### config.mk
export PLATFORM = sky130hd
export DESIGN_NAME = trimmed_mean_sample_averager
export DESIGN_NICKNAME = d
export VERILOG_FILES = /design/src/rtl/tmsa_pkg.sv /design/src/rtl/tmsa_div.sv /design/src/rtl/trimmed_mean_sample_averager.sv
export SDC_FILE = /design/constraint.sdc
export NUM_CORES = 1
export LEC_CHECK = 0
export ABC_AREA = 1
export BUFFER_PORTS_ARGS = -buffer_cell sky130_fd_sc_hd__buf_2
export CAP_MARGIN = 20
export CORE_ASPECT_RATIO = 0.5
export CORE_MARGIN = 2
export CORE_UTILIZATION = 45
export CTS_CLUSTER_SIZE = 20
export DETAILED_ROUTE_END_ITERATION = 16
export SLEW_MARGIN = 20
export SYNTH_ARGS = -nofsm -noshare
export SYNTH_HDL_FRONTEND = slang
export SYNTH_SLANG_ARGS = --single-unit
export TNS_END_PERCENT = 20
### constraint.sdc
create_clock -name clk_i -period 2.95 [get_ports clk_i]
set_input_delay 0.1475 -clock clk_i [delete_from_list [all_inputs] [get_ports clk_i]]
set_output_delay 0.1475 -clock clk_i [all_outputs]
set_load 0.05 [all_outputs]
### src/rtl/tmsa_pkg.sv
// ----------------------------------------------------------------------------
// tmsa_pkg
// Shared types and constants of the trimmed-mean sample averager.
// ----------------------------------------------------------------------------
package tmsa_pkg;

  // Width of the samples-per-batch count and of the configuration data.
  localparam int unsigned COUNT_W    = 8;
  localparam int unsigned CFG_IDX_W  = 1;
  localparam int unsigned CFG_DATA_W = 8;

  // One minimum and one maximum leave the batch when it holds more than this.
  localparam logic [COUNT_W-1:0] TRIM_CUT = 8'd2;

  localparam logic [COUNT_W-1:0] SAMPLE_COUNT_RST  = 8'd20;
  localparam logic               DOUBLE_RESULT_RST = 1'b1;

  typedef enum logic [CFG_IDX_W-1:0] {
    REG_SAMPLE_COUNT  = 1'b0,
    REG_DOUBLE_RESULT = 1'b1
  } cfg_reg_e;

  // Status of the iterative divider.
  typedef struct packed {
    logic busy;
    logic done;
  } div_stat_t;

endpackage

### src/rtl/tmsa_div.sv
// ----------------------------------------------------------------------------
// tmsa_div
// Restoring divider: one quotient bit per cycle.
// ----------------------------------------------------------------------------
module tmsa_div
  import tmsa_pkg::*;
#(
  parameter int unsigned NUM_W = 20,
  parameter int unsigned DEN_W = 8
) (
  input  logic             clk_i,
  input  logic             rst_ni,
  input  logic             start_i,
  input  logic [NUM_W-1:0] dividend_i,
  input  logic [DEN_W-1:0] divisor_i,
  output logic [NUM_W-1:0] quotient_o,
  output div_stat_t        stat_o
);

  localparam int unsigned CNT_W = $clog2(NUM_W + 1);

  logic [CNT_W-1:0] cnt_q, cnt_d;
  logic             done_q, done_d;
  logic [DEN_W-1:0] rem_q, rem_d;
  logic [NUM_W-1:0] quo_q, quo_d;
  logic [DEN_W-1:0] div_q, div_d;
  logic [DEN_W:0]   trial;
  logic [DEN_W:0]   diff;
  logic             fits;

  // Bring down the next dividend bit and try the subtract.
  assign trial = {rem_q, quo_q[NUM_W-1]};
  assign diff  = trial - {1'b0, div_q};
  assign fits  = (trial >= {1'b0, div_q});

  always_comb begin
    cnt_d  = cnt_q;
    done_d = 1'b0;
    rem_d  = rem_q;
    quo_d  = quo_q;
    div_d  = div_q;
    if (start_i) begin
      cnt_d = CNT_W'(NUM_W);
      rem_d = '0;
      quo_d = dividend_i;
      div_d = divisor_i;
    end else if (cnt_q != '0) begin
      cnt_d  = cnt_q - 1'b1;
      done_d = (cnt_q == CNT_W'(1));
      rem_d  = fits ? diff[DEN_W-1:0] : trial[DEN_W-1:0];
      quo_d  = {quo_q[NUM_W-2:0], fits};
    end
  end

  always_ff @(posedge clk_i or negedge rst_ni) begin
    if (!rst_ni) begin
      cnt_q  <= '0;
      done_q <= 1'b0;
    end else begin
      cnt_q  <= cnt_d;
      done_q <= done_d;
    end
  end

  always_ff @(posedge clk_i) begin
    rem_q <= rem_d;
    quo_q <= quo_d;
    div_q <= div_d;
  end

  assign quotient_o  = quo_q;
  assign stat_o.busy = (cnt_q != '0);
  assign stat_o.done = done_q;

endmodule

### src/rtl/trimmed_mean_sample_averager.sv
// ----------------------------------------------------------------------------
// trimmed_mean_sample_averager
// Batch averager of ADC samples; drops one minimum and one maximum when a batch holds more than two.
// ----------------------------------------------------------------------------
//
//   channel   direction  payload (low bit first)      handshake
//   s_axis    in         tdata: sample_mv             tvalid / tready
//   m_axis    out        tdata: average_mv            tvalid / tready
//   cfg       in         idx 0 sample_count, 1 double  cfg_we_i, no wait
//
// Sequence: a sample that does not close its batch is simply accumulated. The
//   sample that closes a batch is accepted, then the operands are loaded,
//   the bit-serial divider takes SAMPLE_BITS + 8 steps, its done flag is
//   seen, and the result is posted to the output register.
// Reset: sample_count = 20, double_result = 1, batch cleared, no result held.
// Stalls: the result sits in an output register; the next batch is taken
//   while it waits. A second result waits in its post cycle for that register
//   to drain, and s_axis_tready_o stays low meanwhile.
// ----------------------------------------------------------------------------
module trimmed_mean_sample_averager
  import tmsa_pkg::*;
#(
  parameter int unsigned SAMPLE_BITS = 12
) (
  input  logic                                   clk_i,
  input  logic                                   rst_ni,
  // Sample stream
  input  logic                                   s_axis_tvalid_i,
  output logic                                   s_axis_tready_o,
  input  logic [((SAMPLE_BITS+7)/8)*8-1:0]       s_axis_tdata_i,  // [SAMPLE_BITS-1:0] sample_mv
  // Result stream
  output logic                                   m_axis_tvalid_o,
  input  logic                                   m_axis_tready_i,
  output logic [((SAMPLE_BITS+8)/8)*8-1:0]       m_axis_tdata_o,  // [SAMPLE_BITS:0] average_mv
  // Configuration writes
  input  logic                                   cfg_we_i,
  input  logic [CFG_IDX_W-1:0]                   cfg_idx_i,
  input  logic [CFG_DATA_W-1:0]                  cfg_data_i
);

  localparam int unsigned SUM_W    = SAMPLE_BITS + COUNT_W;
  localparam int unsigned OUT_W    = SAMPLE_BITS + 1;
  localparam int unsigned OUT_TD_W = ((SAMPLE_BITS + 8) / 8) * 8;

  typedef enum logic [1:0] {
    ST_IDLE,
    ST_LOAD,
    ST_DIV,
    ST_POST
  } state_e;

  state_e                 state_q, state_d;
  logic [COUNT_W-1:0]     cnt_cfg_q, cnt_cfg_d;
  logic                   dbl_q, dbl_d;
  logic [SUM_W-1:0]       sum_q, sum_d;
  logic [SAMPLE_BITS-1:0] min_q, min_d;
  logic [SAMPLE_BITS-1:0] max_q, max_d;
  logic [COUNT_W-1:0]     seen_q, seen_d;
  logic                   out_valid_q, out_valid_d;
  logic [OUT_W-1:0]       out_data_q, out_data_d;

  logic [SAMPLE_BITS-1:0] sample;
  logic [COUNT_W-1:0]     seen_inc;
  logic [COUNT_W-1:0]     target;
  logic                   in_acc;
  logic                   closing;
  logic                   trim;
  logic                   div_start;
  logic [SUM_W-1:0]       dividend;
  logic [COUNT_W-1:0]     divisor;
  logic [SUM_W-1:0]       quotient;
  logic [SAMPLE_BITS-1:0] avg;
  div_stat_t              div_stat;

  assign sample   = s_axis_tdata_i[SAMPLE_BITS-1:0];
  assign seen_inc = seen_q + 1'b1;
  // A count of zero behaves as one: every sample closes its own batch.
  assign target   = (cnt_cfg_q == '0) ? COUNT_W'(1) : cnt_cfg_q;
  // Close as soon as the count reaches or passes the target.
  assign closing  = (seen_inc >= target);
  assign in_acc   = s_axis_tvalid_i && s_axis_tready_o;

  // Trim one minimum and one maximum only when the batch holds more than two samples.
  assign trim      = (seen_q > TRIM_CUT);
  assign div_start = (state_q == ST_LOAD);
  assign dividend  = trim ? (sum_q - SUM_W'(min_q) - SUM_W'(max_q)) : sum_q;
  assign divisor   = trim ? (seen_q - TRIM_CUT) : seen_q;

  tmsa_div #(
    .NUM_W (SUM_W),
    .DEN_W (COUNT_W)
  ) u_div (
    .clk_i      (clk_i),
    .rst_ni     (rst_ni),
    .start_i    (div_start),
    .dividend_i (dividend),
    .divisor_i  (divisor),
    .quotient_o (quotient),
    .stat_o     (div_stat)
  );

  // The average never exceeds the largest sample, so the low bits hold it.
  assign avg = quotient[SAMPLE_BITS-1:0];

  always_comb begin
    state_d     = state_q;
    cnt_cfg_d   = cnt_cfg_q;
    dbl_d       = dbl_q;
    sum_d       = sum_q;
    min_d       = min_q;
    max_d       = max_q;
    seen_d      = seen_q;
    out_valid_d = out_valid_q;
    out_data_d  = out_data_q;

    if (cfg_we_i) begin
      unique case (cfg_reg_e'(cfg_idx_i))
        REG_SAMPLE_COUNT:  cnt_cfg_d = cfg_data_i;
        REG_DOUBLE_RESULT: dbl_d     = cfg_data_i[0];
        default: ;
      endcase
    end

    // Drop the held result once the sink takes it.
    if (out_valid_q && m_axis_tready_i) begin
      out_valid_d = 1'b0;
    end

    unique case (state_q)
      ST_IDLE: begin
        if (in_acc) begin
          sum_d  = sum_q + SUM_W'(sample);
          min_d  = (sample < min_q) ? sample : min_q;
          max_d  = (sample > max_q) ? sample : max_q;
          seen_d = seen_inc;
          if (closing) begin
            state_d = ST_LOAD;
          end
        end
      end
      ST_LOAD: begin
        // Divider latches its operands here; clear the batch for the next run.
        sum_d   = '0;
        min_d   = '1;
        max_d   = '0;
        seen_d  = '0;
        state_d = ST_DIV;
      end
      ST_DIV: begin
        if (div_stat.done) begin
          state_d = ST_POST;
        end
      end
      ST_POST: begin
        if (!out_valid_q || m_axis_tready_i) begin
          out_valid_d = 1'b1;
          out_data_d  = dbl_q ? {avg, 1'b0} : {1'b0, avg};
          state_d     = ST_IDLE;
        end
      end
      default: state_d = ST_IDLE;
    endcase
  end

  always_ff @(posedge clk_i or negedge rst_ni) begin
    if (!rst_ni) begin
      state_q     <= ST_IDLE;
      cnt_cfg_q   <= SAMPLE_COUNT_RST;
      dbl_q       <= DOUBLE_RESULT_RST;
      sum_q       <= '0;
      min_q       <= '1;
      max_q       <= '0;
      seen_q      <= '0;
      out_valid_q <= 1'b0;
      out_data_q  <= '0;
    end else begin
      state_q     <= state_d;
      cnt_cfg_q   <= cnt_cfg_d;
      dbl_q       <= dbl_d;
      sum_q       <= sum_d;
      min_q       <= min_d;
      max_q       <= max_d;
      seen_q      <= seen_d;
      out_valid_q <= out_valid_d;
      out_data_q  <= out_data_d;
    end
  end

  assign s_axis_tready_o = (state_q == ST_IDLE);
  assign m_axis_tvalid_o = out_valid_q;
  assign m_axis_tdata_o  = OUT_TD_W'(out_data_q);

  // A closing sample always hands the batch to the divider next.
  a_close_loads: assert property (@(posedge clk_i) disable iff (!rst_ni)
    (in_acc && closing) |=> (state_q == ST_LOAD))
    else $error("closing sample did not start a division");

  // The batch is empty once its operands have gone to the divider.
  a_load_clears: assert property (@(posedge clk_i) disable iff (!rst_ni)
    (state_q == ST_LOAD) |=> (seen_q == '0 && sum_q == '0))
    else $error("batch not cleared after load");

  // The divider only finishes while the sequencer waits for it.
  a_done_in_div: assert property (@(posedge clk_i) disable iff (!rst_ni)
    div_stat.done |-> (state_q == ST_DIV))
    else $error("divider finished outside the divide phase");

  // Divider runs only between load and post.
  a_busy_in_div: assert property (@(posedge clk_i) disable iff (!rst_ni)
    div_stat.busy |-> (state_q == ST_DIV))
    else $error("divider busy outside the divide phase");

  // A non-empty batch has its minimum at or below its maximum.
  a_min_le_max: assert property (@(posedge clk_i) disable iff (!rst_ni)
    (seen_q != '0) |-> (min_q <= max_q))
    else $error("running minimum above running maximum");

endmodule
==> results of run 1 <==
-- layout make-up --
cell class / instances / area [sq um]
Timing Repair Buffer: 65 / 420
Sequential cell: 119 / 3100
Clock buffer: 20 / 468
Tap cell: 259 / 324
Multi-Input combinational cell: 852 / 4780
Inverter: 149 / 559
Clock inverter: 12 / 92.6
Fill cell: 1868 / 8830
-- report_power, final --
part           switching [mW]  internal, mW  leakage, nW  total (mW)
Clock                   0.827          1.15        0.261        1.98
Sequential              0.468          2.47         1.39        2.94
Combinational            4.89          2.57         3.39        7.46
Total                    6.18          6.19         5.04        12.4
-- stage by stage --
stage	power (mW)	hold WS [ns]	cell area (sq um)	worst slack, ns	util (%)
after floorplan	8.59	-0.148	8600	0.599	-
after global placement	10.2	0.190	9060	0.307	48.8
after detailed placement	10.4	0.193	9060	0.307	48.8
after CTS	12.4	0.00177	9740	0.289	52.4
after global routing	13.7	0.0142	9740	0.0573	52.4
final	12.4	0.0117	9740	0.298	52.4
-- per-layer routing --
metal | wire (um) | vias up | GRT usage [%]
met5 | 0 | - | 0
met4 | 305 | 0 | 7.81
li1 | - | 3850 | -
met1 | 10500 | 3507 | 32.3
met3 | 965 | 28 | 3.80
met2 | 9630 | 159 | 36.7
-- logic make-up (layout without fill, tap and decap cells) --
kind of cell               after synthesis  after routing  synth area share [%]
DFF                                    119            119                  36.0
xor gates and xnor gates                20             20                  2.04
and+or+nand+nor                        579            579                  28.5
buffers and inverters                  179            246                  8.50
adders and majority gates               91             91                  14.5
AOI/OAI and AO/OA                      159            159                  10.4
other                                    1              3                0.0436
-- timing repair --
item,in CTS,in global routing
hold endpoints to repair,46,0
hold buffers,12,0
setup buffers,0,0
-- worst reg2reg max path, delay by kind of cell, from the launching register on --
| kind | cells | cell delay, ns |
|---|---|---|
| flip-flops | 1 | 0.53 |
| AO/OA/AOI/OAI | 1 | 0.28 |
| buffers and inverters | 1 | 0.07 |
| AND/OR/NAND/NOR | 8 | 0.71 |
| adder cells (fa/ha/maj) | 2 | 0.83 |
-- flip-flops by register name (all words and copies together) (netlist names), 2 cells and up --
signal / flops
max_q: 12
seen_q: 8
min_q: 12
state_q: 2
u_div.rem_q: 8
u_div.cnt_q: 5
u_div.quotient_o: 20
sum_q: 20
cnt_cfg_q: 8
u_div.div_q: 8
out_data_q: 13
-- cell usage in the layout, fill, tap and decap left out, types with 3 or more instances in the layout --
cell type      instances
buf_4                 14
conb_1                 3
dfstp_2               15
nor2_1               103
or2_2                 14
o21ai_1               12
xor2_1                15
dfxtp_1                8
clkbuf_16             18
o22ai_1                8
clkinvlp_4             5
inv_2                  5
buf_2                 39
nor2_2                 5
nor3_1                 8
o21ai_0               41
inv_6                  3
nand3_1               92
ha_1                  77
nand4_1               11
dfrtp_1               68
a31oi_1               13
nand2_2                4
xnor2_1                5
nand2_1              326
dlygate4sd3_1         12
and2_1                 3
a21oi_1               65
nand3b_1               5
inv_1                143
a21o_1                 5
o21a_1                 3
edfxtp_1              28
fa_1                  14
-- final timing paths --
| path | start | to | depth (start not counted) |
|---|---|---|---|
| setup reg to reg | min_q[2]$_DFFE_PN1P_ | u_div.quotient_o[19]$_DFFE_PP_ | 12 |
| min in group asynchronous | rst_ni | sum_q[4]$_DFFE_PN0P_ | 2 |
| hold reg to reg | min_q[3]$_DFFE_PN1P_ | min_q[3]$_DFFE_PN1P_ | 2 |
| hold / removal | s_axis_tdata_i[4] | max_q[4]$_DFFE_PN0P_ | 3 |
| setup / recovery | min_q[2]$_DFFE_PN1P_ | u_div.quotient_o[19]$_DFFE_PP_ | 12 |
| max in group asynchronous | rst_ni | dbl_q$_DFFE_PN1P_ | 3 |
==> results.sh, run 1 <==
export IMPL_status="finished, final reports clean"
export IMPL_cts_root_buffer="clkbuf_16"
export IMPL_cts_tree="yes"
export IMPL_path_clk_slew_ns=0.06
export IMPL_yosysTopAreaCell="dfrtp_1"
export IMPL_die_height_um=102
export IMPL_vdd_drop_max_mv=0.407
export IMPL_grtUsageTotal_pct=23.1
export IMPL_worstPathRequired_ns=3.14
export IMPL_placedCellCount=1432
export IMPL_yosysMostFrequentCell="nand2_1"
export IMPL_clk_latency_ns=0.43
export IMPL_drt_iter0_drc=355
export IMPL_place_hpwl_um=16400
export IMPL_hp_class="in2reg"
export IMPL_synth_seq_cells=119
export IMPL_finalClockSkew_ns=0.00774
export IMPL_drive_above_1_share_pct=11.1
export IMPL_p_leak_nw=5.04
export IMPL_ys_seq_area_share_pct=36.0
export IMPL_maxCapViolCount=0
export IMPL_instances_no_fill=1476
export IMPL_port_buffers=40
export IMPL_synth_edff_count=28
export IMPL_worstMarginPinSlew_ns=0.974
export IMPL_critical_path_top_delay_family="adder cells"
export IMPL_ys_types=48
export IMPL_drc=0
export IMPL_htreeDepth=4
export IMPL_yosysWarnings=0
export IMPL_num_vias=7544
export IMPL_fin_crit_ns=2.65
export IMPL_synth_area_leaders="dfrtp_1 20%, nand2_1 14%, ha_1 11%, edfxtp_1 9.8%, inv_1 6.2%"
export IMPL_syn_avg_cell_area_sq_um=7.49
export IMPL_async_flop_share_pct=69.7
export IMPL_cts_sinks=119
export IMPL_io_pins=48
export IMPL_crit_path_top_delay_cell="dfstp_2"
export IMPL_worst_endpoint_arrival_ns=2.84
export IMPL_syn_to_final_growth_pct=13.3
export IMPL_r2r_slack_ns=0.30
export IMPL_max_slew_margin_pct=35.1
export IMPL_cts_buffer_depth=2
export IMPL_final_period_utilization_pct=89.9
export IMPL_drv_slew=0
export IMPL_start_kind="flip-flop"
export IMPL_syn_area_sq_um=8600
export IMPL_power_density_nw_per_um2=1270
export IMPL_die_area_sq_um=20300
export IMPL_ant_nets=0
export IMPL_final_net_count=1325
export IMPL_rows=35
export IMPL_cts_buffers=17
export IMPL_chipWidth_um=199
export IMPL_cp_cell_sequence="inv_1 > fa_1 > ha_1 > nand2_1 > o21ai_1 > nand2_1 > nand3_1 > nand2_1 > nand2_1 > nand2_1 > nand3_1 > nand2_1"
export IMPL_grt_max_degree=45
export IMPL_first_global_vias=7148
export IMPL_cts_resized=0
export IMPL_initial_core_util_pct=46.3
export IMPL_synth_top_area_share_pct=19.8
export IMPL_critPathCaptureType="flip-flop"
export IMPL_critical_path_class="reg2reg"
export IMPL_diodes=0
export IMPL_grt_pass1_wl_um=35900
export IMPL_synth_ff_type="dfrtp_1"
export IMPL_wirelength_um=21400
export IMPL_grt_overflow_total=0
export IMPL_path_max_fanout=5
export IMPL_antenna_found_initial=0
export IMPL_synth_cells=1148
export IMPL_core_region_area_sq_um=18600
export IMPL_setup_viol=0
export IMPL_via_per_inst=5.11
export IMPL_rsz0062_at_grt="false"
export IMPL_fmax_ghz=0.377
export IMPL_cp_common_cell="nand2_1"
export IMPL_critPathMaxStageDelay_ns=0.53
export IMPL_post_drt_wl_per_cell_um=14.5
export IMPL_synthTopCellsByCount="326 x nand2_1, 143 x inv_1, 103 x nor2_1"
export IMPL_gp_congestion=0.889
export IMPL_hold_viol=0
export IMPL_crit_buf_inv=1
export IMPL_fin_tns_setup_ns=0
export IMPL_drt_pass1_iter_count=5
Power figures use the tool's default switching activity.
==> run 2: changes to the inputs <==
--- a/config.mk
+++ b/config.mk
@@ -5,7 +5,6 @@
 export SDC_FILE = /design/constraint.sdc
 export NUM_CORES = 1
 export LEC_CHECK = 0
-export ABC_AREA = 1
 export BUFFER_PORTS_ARGS = -buffer_cell sky130_fd_sc_hd__buf_2
 export CAP_MARGIN = 20
 export CORE_ASPECT_RATIO = 0.5
==> run 2 against run 1 <==
The run now ends with setup timing left. Design area fell by 0.54%. First-iteration DRC count rose by 14%. Core utilization is 3.1 points higher. Sequential share of layout area rose by 0.17 points. Die area shrank 6.4%. Area after synthesis is 6.6% lower. Wire length down 7.7%. Clock skew is 0.0056 ns higher. Count of clock-buffer cells in the layout is 1 lower. Critical endpoint is now u_div.quotient_o[17]$_DFFE_PP_. Highest routed layer unchanged.
==> results.sh, run 2 <==
export IMPL_synth_cells=846
export IMPL_finalClockSkew_ns=0.0134
export IMPL_worst_endpoint_arrival_ns=3.22
export IMPL_crit_buf_inv=2
export IMPL_core_region_area_sq_um=17400
export IMPL_syn_area_sq_um=8030
export IMPL_placedCellCount=1139
export IMPL_synth_fa_ha_area_share_pct=15.5
export IMPL_grtUsageTotal_pct=21.8
export IMPL_final_period_utilization_pct=104
export IMPL_wirelength_um=19800
export IMPL_yosysWarnings=0
export IMPL_antenna_found_initial=0
export IMPL_cts_root_buffer="clkbuf_16"
export IMPL_num_vias=6492
export IMPL_hp_class="in2reg"
export IMPL_start_kind="flip-flop"
export IMPL_synth_top_area_share_pct=21.2
export IMPL_max_slew_margin_pct=37.4
export IMPL_cts_tree="yes"
export IMPL_initial_core_util_pct=46.1
export IMPL_gp_congestion=0.866
export IMPL_die_height_um=98.5
export IMPL_drc=0
export IMPL_drt_iter0_drc=406
export IMPL_via_per_inst=5.49
export IMPL_synth_area_leaders="dfrtp_1 21%, ha_1 12%, edfxtp_1 10%, dfstp_2 4.9%, a21oi_1 3.9%"
export IMPL_grt_overflow_total=0
export IMPL_die_area_sq_um=19000
export IMPL_worstMarginPinSlew_ns=0.935
export IMPL_failed_checks="setup timing"
export IMPL_path_clk_slew_ns=0.06
export IMPL_cp_cell_sequence="inv_2 > fa_2 > inv_2 > ha_4 > o21a_1 > o21ai_2 > a211oi_2 > or4_4 > a211oi_2 > xnor2_1 > a21oi_1"
export IMPL_grt_pass1_wl_um=32300
export IMPL_critPathMaxStageDelay_ns=0.55
export IMPL_first_global_vias=6437
export IMPL_worst_slack_ns=-0.104
export IMPL_final_common_cell="nand2_1"
export IMPL_syn_avg_cell_area_sq_um=9.49
export IMPL_async_flop_share_pct=69.7
export IMPL_yosysTopAreaCell="dfrtp_1"
export IMPL_crit_path_top_delay_cell="fa_2"
export IMPL_rsz0062_at_grt="true"
export IMPL_io_pins=48
export IMPL_drive_above_1_share_pct=19.8
export IMPL_worstPathRequired_ns=3.11
export IMPL_grt_max_degree=79
export IMPL_critical_path_top_delay_family="compound AO/OA/AOI/OAI gates"
export IMPL_final_net_count=1056
export IMPL_clk_latency_ns=0.42
export IMPL_critical_path_class="reg2reg"
export IMPL_fin_crit_ns=3.05
export IMPL_status="finished with violations"
export IMPL_dp_slack_ns=-0.193
export IMPL_port_buffers=40
export IMPL_holdWs_ns=0.0262
export IMPL_place_area_sq_um=8800
export IMPL_synth_compound_area_share_pct=19.3
export IMPL_diodes=0
export IMPL_drv_slew=0
export IMPL_ant_nets=0
export IMPL_cts_buffer_depth=2
export IMPL_final_cell_mix="74 x nand2_1, 71 x ha_1, 68 x dfrtp_1, 61 x inv_1, 59 x a21oi_1"
export IMPL_ys_seq_area_share_pct=38.6
export IMPL_post_drt_wl_per_cell_um=16.7
export IMPL_instances_no_fill=1182
export IMPL_chipWidth_um=193
export IMPL_maxCapViolCount=0
export IMPL_path_max_fanout=4
export IMPL_synth_edff_count=28
export IMPL_stdcell_area_sq_um=9680
export IMPL_synthMuxAreaShare_pct=2.48
export IMPL_critPathCaptureType="flip-flop"
export IMPL_htreeDepth=4
export IMPL_synthTopCellsByCount="77 x ha_1, 75 x nand2_1, 68 x dfrtp_1"
export IMPL_place_hpwl_um=14400
export IMPL_synth_xor_area_share_pct=4.47
export IMPL_syn_to_final_growth_pct=20.6
export IMPL_fmax_ghz=0.327
export IMPL_synth_seq_cells=119
export IMPL_hold_viol=0
export IMPL_cts_buffers=17
export IMPL_setup_viol=5
export IMPL_synth_simple_area_share_pct=14.6
export IMPL_cts_sinks=119
export IMPL_synth_ff_type="dfrtp_1"
export IMPL_drt_pass1_iter_count=5
export IMPL_yosysMostFrequentCell="ha_1"
export IMPL_synth_top_family_by_area="compound AO/OA/AOI/OAI gates"
export IMPL_ys_types=69
export IMPL_rows=34
==> run 2: cell count changes after synthesis, moves of 13 or more <==
cell      before  now
nand2_1      326   75
inv_1        143   64
nand3_1       92   18
nor2_1       103   57
xnor2_1        5   26
nand2b_1       0   15
o21ai_0       41   56
clkbuf_1      10   24
o22a_1         0   13
==> run 2: cells by family (layout without fill, tap and decap cells) <==
group	Yosys count	count (layout)
xor+xnor	41	41
compound gates	235	235
flops	119	119
other cells	1	3
mux	19	19
buf+inv	102	202
simple gates	238	238
fa+ha+maj	91	91
==> run 2: routing by layer <==
| layer | global-route usage, % | part of all wire, % | up-vias |
|---|---|---|---|
| li1 | - | - | 3213 |
| met2 | 34.1 | 45 | 124 |
| met1 | 32.0 | 51 | 3148 |
| met4 | 3.85 | 0.50 | 0 |
| met3 | 4.06 | 3.7 | 7 |
| met5 | 0 | 0 | - |
==> run 2: cell type report <==
type	count	area [sq um]
clock buffer	19	454
multi-input combinational	627	4700
timing repair buffer	106	728
sequential	119	3100
inverter	64	240
clock inverter	13	169
fill	1575	7760
tap	234	293
==> run 2: final timing paths <==
path / from / end / slack (ns) / depth (start not counted)
max: min_q[0]$_DFFE_PN1P_ / u_div.quotient_o[17]$_DFFE_PP_ / -0.10 / 11
min: m_axis_tready_i / m_axis_tvalid_o$_DFF_PN0_ / 0.03 / 3
max reg2reg: min_q[0]$_DFFE_PN1P_ / u_div.quotient_o[17]$_DFFE_PP_ / -0.10 / 11
min reg2reg: out_data_q[12]$_DFFE_PN0P_ / out_data_q[12]$_DFFE_PN0P_ / 0.47 / 2
max in group asynchronous: rst_ni / min_q[7]$_DFFE_PN1P_ / 1.95 / 3
min in group asynchronous: rst_ni / max_q[0]$_DFFE_PN0P_ / 0.32 / 2
==> run 2: stage by stage <==
step / util (%) / setup TNS, ns
6_report: 55.5 / -0.333
5_1_grt: 55.5 / -1.19
4_1_cts: 54.9 / -0.206
3_5_place_dp: 50.4 / -1.11
3_3_place_gp: 50.4 / -0.692
2_1_floorplan: - / 0
==> run 2: worst min-delay path, delay by kind of cell <==
kind	cells	cell delay (ns)
simple gates	2	0.18
buf+inv	1	0.08
==> run 2: timing repair <==
item | in CTS | in global routing
buffers inserted | 1 | 1
gates resized for setup | 11 | 20
pin swaps | 6 | 18
endpoints found under the hold margin | 77 | 0
hold buffers | 9 | 0
endpoints found under the setup margin | 11 | 16
Power of run 2 is not shown: default switching activity piles up to over one toggle a cycle in this logic, so the estimate is an artifact.
==> run 3: changes to the inputs <==
--- a/config.mk
+++ b/config.mk
@@ -9,9 +9,10 @@
 export CAP_MARGIN = 20
 export CORE_ASPECT_RATIO = 0.5
 export CORE_MARGIN = 2
-export CORE_UTILIZATION = 45
+export CORE_UTILIZATION = 59
 export CTS_CLUSTER_SIZE = 20
 export DETAILED_ROUTE_END_ITERATION = 16
+export PLACE_DENSITY = 0.78
 export SLEW_MARGIN = 20
 export SYNTH_ARGS = -nofsm -noshare
 export SYNTH_HDL_FRONTEND = slang
==> run 3 against run 2 <==
The flow still finishes with violations (setup timing). Clock skew shrank 0.0017 ns. Die area decreased by 23%. First-iteration DRC count is 51% higher. Non-clock buffer count is 14 lower. Register-to-register slack hardly changed. Design area decreased by 2.0%. Core utilization rose by 15 points. Worst hold slack lost 0.012 ns. Critical path type unchanged.
==> results.sh, run 3 (synthesized netlist as in run 2, its figures left out) <==
export IMPL_cts_root_buffer="clkbuf_16"
export IMPL_final_cell_mix="74 x nand2_1, 72 x ha_1, 67 x dfrtp_1, 62 x inv_1, 59 x a21oi_1"
export IMPL_maxCapViolCount=0
export IMPL_io_pins=48
export IMPL_via_per_inst=6.00
export IMPL_max_slew_margin_pct=34.4
export IMPL_first_global_vias=6462
export IMPL_htreeDepth=4
export IMPL_worst_slack_ns=-0.0975
export IMPL_critical_path_class="reg2reg"
export IMPL_path_max_fanout=4
export IMPL_holdPathStages=2
export IMPL_drive_above_1_share_pct=19.0
export IMPL_wirelength_um=19700
export IMPL_port_buffers=40
export IMPL_drt_pass1_iter_count=7
export IMPL_rsz0062_at_grt="true"
export IMPL_failed_checks="setup timing"
export IMPL_diodes=0
export IMPL_grt_overflow_total=0
export IMPL_fillers=967
export IMPL_grt_pass1_wl_um=31500
export IMPL_hold_viol=0
export IMPL_cp_cell_sequence="inv_1 > fa_2 > inv_1 > ha_2 > o21a_1 > o21ai_2 > a211oi_2 > or4_4 > a211oi_4 > xnor2_1 > a21oi_1"
export IMPL_drv_slew=0
export IMPL_rr_startpoint="min_q[0]$_DFFE_PN1P_"
export IMPL_status="finished with violations"
export IMPL_chipWidth_um=169
export IMPL_start_kind="flip-flop"
export IMPL_final_common_cell="nand2_1"
export IMPL_syn_to_final_growth_pct=18.2
export IMPL_worst_endpoint_arrival_ns=3.18
export IMPL_reg2reg_to="u_div.quotient_o[17]$_DFFE_PP_"
export IMPL_ant_nets=0
export IMPL_num_vias=6657
export IMPL_fin_crit_ns=3.05
export IMPL_cts_buffers=17
export IMPL_place_hpwl_um=13800
export IMPL_gp_congestion=0.914
export IMPL_cts_sinks=119
export IMPL_hold_start="s_axis_tdata_i[0]"
export IMPL_final_period_utilization_pct=103
export IMPL_crit_path_top_delay_cell="fa_2"
export IMPL_clk_latency_ns=0.42
export IMPL_post_drt_wl_per_cell_um=17.8
export IMPL_min_to="max_q[0]$_DFFE_PN0P_"
export IMPL_critPathMaxStageDelay_ns=0.54
export IMPL_hp_class="in2reg"
export IMPL_dp_slack_ns=-0.282
export IMPL_worstMarginPinSlew_ns=0.980
export IMPL_fmax_ghz=0.328
export IMPL_drc=0
export IMPL_finalClockSkew_ns=0.0116
export IMPL_cts_buffer_depth=2
export IMPL_core_region_area_sq_um=13400
export IMPL_grt_max_degree=84
export IMPL_die_height_um=86.5
export IMPL_final_net_count=1042
export IMPL_cts_tree="yes"
export IMPL_path_clk_slew_ns=0.06
export IMPL_initial_core_util_pct=59.8
export IMPL_die_area_sq_um=14600
export IMPL_drt_iter0_drc=612
export IMPL_cp_common_cell="inv_1"
export IMPL_grtUsageTotal_pct=27.6
export IMPL_rr_worst_depth=11
export IMPL_worstPathRequired_ns=3.09
export IMPL_antenna_found_initial=0
export IMPL_r2r_slack_ns=-0.1
export IMPL_setup_viol=8
export IMPL_rows=30
export IMPL_critPathCaptureType="flip-flop"
[run 3: final cells by class]
cell class | instances | area, sq um | area share (%)
Multi-Input combinational cell | 627 | 4710 | 49.6
Sequential cell | 119 | 3100 | 32.6
Timing Repair Buffer | 92 | 619 | 6.52
Clock buffer | 21 | 503 | 5.30
Inverter | 64 | 240 | 2.53
Tap cell | 176 | 220 | 2.32
Clock inverter | 11 | 106 | 1.12
[run 3: worst max path at each step]
stage	from	to	slack [ns]	cells past startpoint
CTS	min_q[2]$_DFFE_PN1P_	u_div.quotient_o[12]$_DFFE_PP_	-0.08	11
floorplan	min_q[0]$_DFFE_PN1P_	u_div.quotient_o[17]$_DFFE_PP_	0.006	11
global route	min_q[0]$_DFFE_PN1P_	u_div.quotient_o[9]$_DFFE_PP_	-0.18	11
detailed placement	min_q[4]$_DFFE_PN1P_	u_div.quotient_o[14]$_DFFE_PP_	-0.28	10
finish	min_q[0]$_DFFE_PN1P_	u_div.quotient_o[17]$_DFFE_PP_	-0.1	11
global placement	min_q[4]$_DFFE_PN1P_	u_div.quotient_o[16]$_DFFE_PP_	-0.17	10
[run 3: what timing repair did]
| action | 4_1_cts | 5_1_grt |
|---|---|---|
| hold buffers | 9 | 0 |
| setup endpoints to repair | 12 | 27 |
| resized for setup | 16 | 14 |
| pin swaps | 15 | 12 |
| buffers inserted | 2 | 0 |
| endpoints found under the hold margin | 77 | 0 |
[run 3: metrics by stage]
step	setup TNS, ns	utilization (%)	hold WS [ns]	instances	instance area (sq um)
floorplan	0	-	-0.148	848	8060
global placement	-0.788	64.1	0.349	1067	8620
detailed placement	-1.46	64.1	0.363	1067	8620
CTS	-0.191	70.1	0.00256	1110	9420
global route	-1.74	70.7	0.0298	1110	9490
finish	-0.509	70.7	0.0140	1110	9490
[run 3: critical path: cells and delay by family (launching register included)]
family                     cells  cell delay (ns)
AOI/OAI and AO/OA              5             0.75
adders and majority gates      2             0.70
and+or+nand+nor                1             0.54
DFF                            1             0.53
xor gates and xnor gates       1             0.14
buffers and inverters          2             0.11
[run 3: routing by layer]
metal,routed length (um),vias up,track usage [%]
met5,0,-,0
met3,1010,29,4.70
met1,8910,3227,36.6
li1,-,3194,-
met2,9470,207,47.2
met4,333,0,8.62
Power of run 3 is left out for the same reason.
